**src/csrt_pkg.sv**
```systemverilog
`default_nettype none
// ----------------------------------------------------------------------------
// csrt_pkg: shared types and codes for the CSR graph transpose block
// Word layouts for both channels, function and status codes, and the
// command/status bundles between the controller and the datapath.
// ----------------------------------------------------------------------------
package csrt_pkg;

  // Fixed field widths
  localparam int NODE_W   = 10;
  localparam int IDX_W    = 12;
  localparam int VALUE_W  = 13;
  localparam int STATUS_W = 2;
  localparam int FUNC_W   = 2;
  localparam int CFG_W    = 11;

  localparam logic [CFG_W-1:0] NODE_COUNT_RST = 11'd1024;

  // Function codes
  localparam logic [FUNC_W-1:0] FUNC_LOAD   = 2'd0;
  localparam logic [FUNC_W-1:0] FUNC_BUILD  = 2'd1;
  localparam logic [FUNC_W-1:0] FUNC_RD_OFF = 2'd2;
  localparam logic [FUNC_W-1:0] FUNC_RD_DST = 2'd3;

  // Status codes
  localparam logic [STATUS_W-1:0] ST_OK    = 2'd0;
  localparam logic [STATUS_W-1:0] ST_FULL  = 2'd1;
  localparam logic [STATUS_W-1:0] ST_RANGE = 2'd2;
  localparam logic [STATUS_W-1:0] ST_BAD   = 2'd3;

  typedef struct packed {
    logic [FUNC_W-1:0] func;
    logic [NODE_W-1:0] src_node;
    logic [NODE_W-1:0] dst_node;
    logic [IDX_W-1:0]  read_index;
  } in_item_t;

  typedef struct packed {
    logic [VALUE_W-1:0]  read_value;
    logic [STATUS_W-1:0] status;
  } out_item_t;

  // Controller to datapath
  typedef struct packed {
    logic capture;     // latch the input word
    logic clear_step;  // zero one count entry after reset
    logic load_exec;   // check and store an edge, fetch its count
    logic load_inc;    // write back the incremented count
    logic read_exec;   // check and issue an offset or destination read
    logic bld_init;    // start a build: offset zero, counters cleared
    logic sum_step;    // prefix-sum pipeline step
    logic edge_rd;     // fetch one stored edge
    logic cur_rd;      // fetch the fill cursor of the edge's destination
    logic scatter_wr;  // place the source and bump the cursor
    logic bld_done;    // commit the build totals
    logic push;        // move the result into the output register
  } ctrl_cmd_t;

  // Datapath to controller
  typedef struct packed {
    logic [FUNC_W-1:0] in_func;
    logic clear_last;
    logic load_ok;
    logic sum_last;
    logic edge_none;
    logic edge_last;
    logic edge_skip;
    logic out_free;
  } ctrl_sts_t;

endpackage
`default_nettype wire

```
**src/csrt_ctrl.sv**
```systemverilog
`default_nettype none
// ----------------------------------------------------------------------------
// csrt_ctrl: sequencing state machine for the CSR graph transpose
// Runs the count clear after reset, one input word at a time, and the
// build sequence (prefix sum, then stable scatter of the stored edges).
// ----------------------------------------------------------------------------
module csrt_ctrl (
  input  logic                 clk,
  input  logic                 rst,
  input  logic                 in_valid,
  output logic                 in_ready,
  input  csrt_pkg::ctrl_sts_t  sts,
  output csrt_pkg::ctrl_cmd_t  cmd
);
  import csrt_pkg::*;

  typedef enum logic [12:0] {
    S_CLEAR    = 13'b0_0000_0000_0001,
    S_IDLE     = 13'b0_0000_0000_0010,
    S_LOAD     = 13'b0_0000_0000_0100,
    S_LOAD_INC = 13'b0_0000_0000_1000,
    S_READ     = 13'b0_0000_0001_0000,
    S_BLD_INIT = 13'b0_0000_0010_0000,
    S_BLD_SUM  = 13'b0_0000_0100_0000,
    S_BLD_ERD  = 13'b0_0000_1000_0000,
    S_BLD_CRD  = 13'b0_0001_0000_0000,
    S_BLD_WR   = 13'b0_0010_0000_0000,
    S_BLD_DONE = 13'b0_0100_0000_0000,
    S_FINISH   = 13'b0_1000_0000_0000,
    S_SPARE    = 13'b1_0000_0000_0000
  } state_t;

  state_t state;
  state_t state_next;

  // State register
  always_ff @(posedge clk) begin
    if (rst) begin
      state <= S_CLEAR;
    end else begin
      state <= state_next;
    end
  end

  // Next state and commands
  always_comb begin
    state_next = state;
    cmd        = '0;
    in_ready   = 1'b0;
    case (state)
      S_CLEAR: begin
        cmd.clear_step = 1'b1;
        if (sts.clear_last) begin
          state_next = S_IDLE;
        end
      end
      S_IDLE: begin
        in_ready = 1'b1;
        if (in_valid) begin
          cmd.capture = 1'b1;
          case (sts.in_func)
            FUNC_LOAD:  state_next = S_LOAD;
            FUNC_BUILD: state_next = S_BLD_INIT;
            default:    state_next = S_READ;
          endcase
        end
      end
      S_LOAD: begin
        cmd.load_exec = 1'b1;
        state_next = sts.load_ok ? S_LOAD_INC : S_FINISH;
      end
      S_LOAD_INC: begin
        cmd.load_inc = 1'b1;
        state_next = S_FINISH;
      end
      S_READ: begin
        cmd.read_exec = 1'b1;
        state_next = S_FINISH;
      end
      S_BLD_INIT: begin
        cmd.bld_init = 1'b1;
        state_next = S_BLD_SUM;
      end
      S_BLD_SUM: begin
        cmd.sum_step = 1'b1;
        if (sts.sum_last) begin
          state_next = sts.edge_none ? S_BLD_DONE : S_BLD_ERD;
        end
      end
      S_BLD_ERD: begin
        cmd.edge_rd = 1'b1;
        state_next = S_BLD_CRD;
      end
      S_BLD_CRD: begin
        cmd.cur_rd = 1'b1;
        if (!sts.edge_skip) begin
          state_next = S_BLD_WR;
        end else begin
          state_next = sts.edge_last ? S_BLD_DONE : S_BLD_ERD;
        end
      end
      S_BLD_WR: begin
        cmd.scatter_wr = 1'b1;
        state_next = sts.edge_last ? S_BLD_DONE : S_BLD_ERD;
      end
      S_BLD_DONE: begin
        cmd.bld_done = 1'b1;
        state_next = S_FINISH;
      end
      S_FINISH: begin
        if (sts.out_free) begin
          cmd.push = 1'b1;
          state_next = S_IDLE;
        end
      end
      default: begin
        state_next = S_IDLE;
      end
    endcase
  end

endmodule
`default_nettype wire

```
**config.mk**
```make
export PLATFORM = sky130hd
export DESIGN_NAME = csrt_ctrl
export DESIGN_NICKNAME = d
export VERILOG_FILES = /design/src/csrt_pkg.sv /design/src/csrt_ctrl.sv
export SDC_FILE = /design/constraint.sdc
export NUM_CORES = 1
export LEC_CHECK = 0
export ABC_AREA = 1
export BUFFER_PORTS_ARGS = -buffer_cell sky130_fd_sc_hd__buf_2
export CAP_MARGIN = 20
export CORE_MARGIN = 2
export CORE_UTILIZATION = 38
export DETAILED_ROUTE_END_ITERATION = 6
export HOLD_SLACK_MARGIN = 0.12
export PLACE_DENSITY = 0.63
export SLEW_MARGIN = 20
export SYNTH_ARGS = -nofsm -noshare
export SYNTH_HDL_FRONTEND = slang
export SYNTH_SLANG_ARGS = --single-unit
```
**constraint.sdc**
```tcl
create_clock -name clk -period 3.5 [get_ports clk]
set_input_delay 0.525 -clock clk [delete_from_list [all_inputs] [get_ports clk]]
set_output_delay 0.525 -clock clk [all_outputs]
set_load 0.05 [all_outputs]
```
==> flow_metrics.tcl <==
set metrics [dict create \
    post-cts-setup-buffer-count 0 \
    p_switching_mw 0.133 \
    pwr-share-clk_pct 30.5 \
    row_count 18 \
    hp-start "sts[5]" \
    status "finished clean" \
    cellInternalPower_mw 0.239 \
    syn_area_um2 952 \
    layout_commonest_cell "inv_1" \
    r2r_start "state[7]" \
    worst-endpoint-arrival_ps 1570 \
    avgViaCountPerCell 4.61 \
    syn_nets 171 \
    fin_skew_ps 7.83 \
    min_path_type "in -> reg" \
    antenna_left 0 \
    start_util_pct 39.1 \
    cp.buffers_inverters 2 \
    cp-end-kind "primary output" \
    cp_cell_sequence "nor2_1, nand2_2, nor2_8, inv_1, nor3_1, buf_2" \
    grt_pass1_wl_um 3840 \
    seqPwrFrac_pct 39.6 \
    portBuffers 24 \
    hold_viol_final 0 \
    final_cell_mix "inv_1 (34), nand2_1 (33), nor2_1 (27)" \
    die_width_um 54.1 \
    clk_latency_ps 280 \
    sw_frac_of_total_pct 35.7 \
    clk_path_buf_depth 2 \
    largest_reg_flops 12 \
    power_frac_comb_pct 29.9 \
    synth_seq_cells 12 \
    crit_fanout 5 \
    grt_pass1_vias 951 \
    cp_top_family "simple AND/OR/NAND/NOR gates" \
    crit_slowest_cell "dfxtp_1" \
    reg_top3 "state (12)" \
    root_buffer "clkbuf_4" \
    fmax_mhz 478 \
    yosys_warnings 0 \
    nets 200 \
    layoutNonFillerInstCount 217 \
    fin_crit_sh_pct 59.8 \
    antenna-diode-count 0 \
    slowest_delay_ps 330 \
    chipHeight_um 54.1 \
    finalSetupTns_ps 0 \
    rsz0062_at_grt "no" \
    initialDrtViolationCount 19 \
    cts_resized 0 \
    yosysSeqAreaShare_pct 25.2 \
    ios 25 \
    antenna_found_initial 0 \
    synth_cell_type_count 20 \
    cts_buffers 3 \
    largest_register "state" \
    cts_tree "yes" \
    wl_per_cell_um 10.1 \
    numClockSinks 12 \
    wl_um 2190 \
    drc 0 \
    fin_area_mm2 0.00115 \
    place.gp.congestion 0.867 \
    syn_to_final_growth_pct 20.4 \
    dp_cells 213 \
    hold_buffers 0 \
    syn_area_per_cell_um2 5.99 \
    grt_max_degree 9 \
    clk_pin_slew_ps 90 \
    dpl_cell_area_mm2 0.00111 \
    h-tree-depth 1 \
    coreArea_mm2 0.00243 \
    vdd_drop_max_uv 304 \
    finalMaxSlewViolations 0 \
    finalSetupViolCount 0 \
    synthCells 159 \
    power.leakage_nw 0.670 \
    drive_gt1_share_pct 28.3 \
    worstMarginPinSlew_ps 321 \
    dr.pass1.iters 4 \
    grt.total_usage_pct 18.2 \
    cp.required_ps 2970 \
    period_minus_slack_ps 2090 \
    dieArea_mm2 0.00292 \
    power_density_mw_per_mm2 324 \
    worstSetupPathType "reg -> out" \
    dp_hpwl_um 1890 \
    worstSetupStartpoint "state[10]" \
    maxCapViolCount 0 \
    relSlewSlack_pct 78.5 \
    globalRouteOverflowTotal 0 \
    vias 1000 \
    cp-start-kind "flip-flop" \
]
## per-layer routing
layer	routed length, µm	GRT usage [%]
met1	934	21.4
met2	1080	30.7
met3	137	6.67
met4	34	5.83
met5	0	0
## path summary, 6_finish.rpt
| kind | to | slack [ps] | cells past startpoint |
|---|---|---|---|
| hold reg to reg | state[1] | 590 | 2 |
| setup reg to reg | state[6] | 2080 | 8 |
| setup / recovery | cmd[4] | 1410 | 6 |
| hold / removal | state[3] | 490 | 3 |
## power by group through the flow
stage          clock [mW]  sequential [mW]  combinational, mW
6_report            0.113            0.147              0.111
3_5_place_dp            0            0.150              0.112
4_1_cts             0.117            0.147              0.112
5_1_grt             0.124            0.148              0.124
2_1_floorplan           0            0.150             0.0864
3_3_place_gp            0            0.150              0.110
## synthesized netlist by cell type (all sizes together)
| cell type | instances | area share, % |
|---|---|---|
| o21ai | 8 | 4.2 |
| nand4 | 3 | 2.0 |
| nand2 | 41 | 19 |
| nand3 | 11 | 6.8 |
| dfxtp | 12 | 25 |
| a21oi | 1 | 0.53 |
| nor2 | 37 | 22 |
| nor3 | 6 | 3.7 |
| or2 | 1 | 0.66 |
| inv | 38 | 15 |
| o211ai | 1 | 0.79 |
## cells by family after synthesis
logic type / Yosys count / share of synthesized area (%)
AO/OA/AOI/OAI: 10 / 5.52
buffers and inverters: 38 / 15.0
flip-flops: 12 / 25.2
AND/OR/NAND/NOR: 99 / 54.3
## cell type report
type	instances	area, µm²
Clock buffer	4	36.3
Tap cell	30	37.5
Timing Repair Buffer	24	120
Sequential cell	12	240
Multi-Input combinational cell	109	569
Fill cell	250	1290
Inverter	38	143
## tightest hold or removal path, delay by kind of cell
family,cells,cell delay [ps]
buffers and inverters,1,110
and+or+nand+nor,2,90
## through the flow
step / hold slack (ps) / power [mW] / utilization [%] / setup slack [ps]
finish: 488 / 0.372 / 47.1 / 1410
global route: 505 / 0.397 / 47.1 / 1270
CTS: 477 / 0.376 / 47.1 / 1390
detailed placement: 579 / 0.262 / 45.6 / 1710
global placement: 570 / 0.261 / 45.6 / 1730
floorplan: 544 / 0.236 / - / 1140
(Power assumes the default switching activity.)
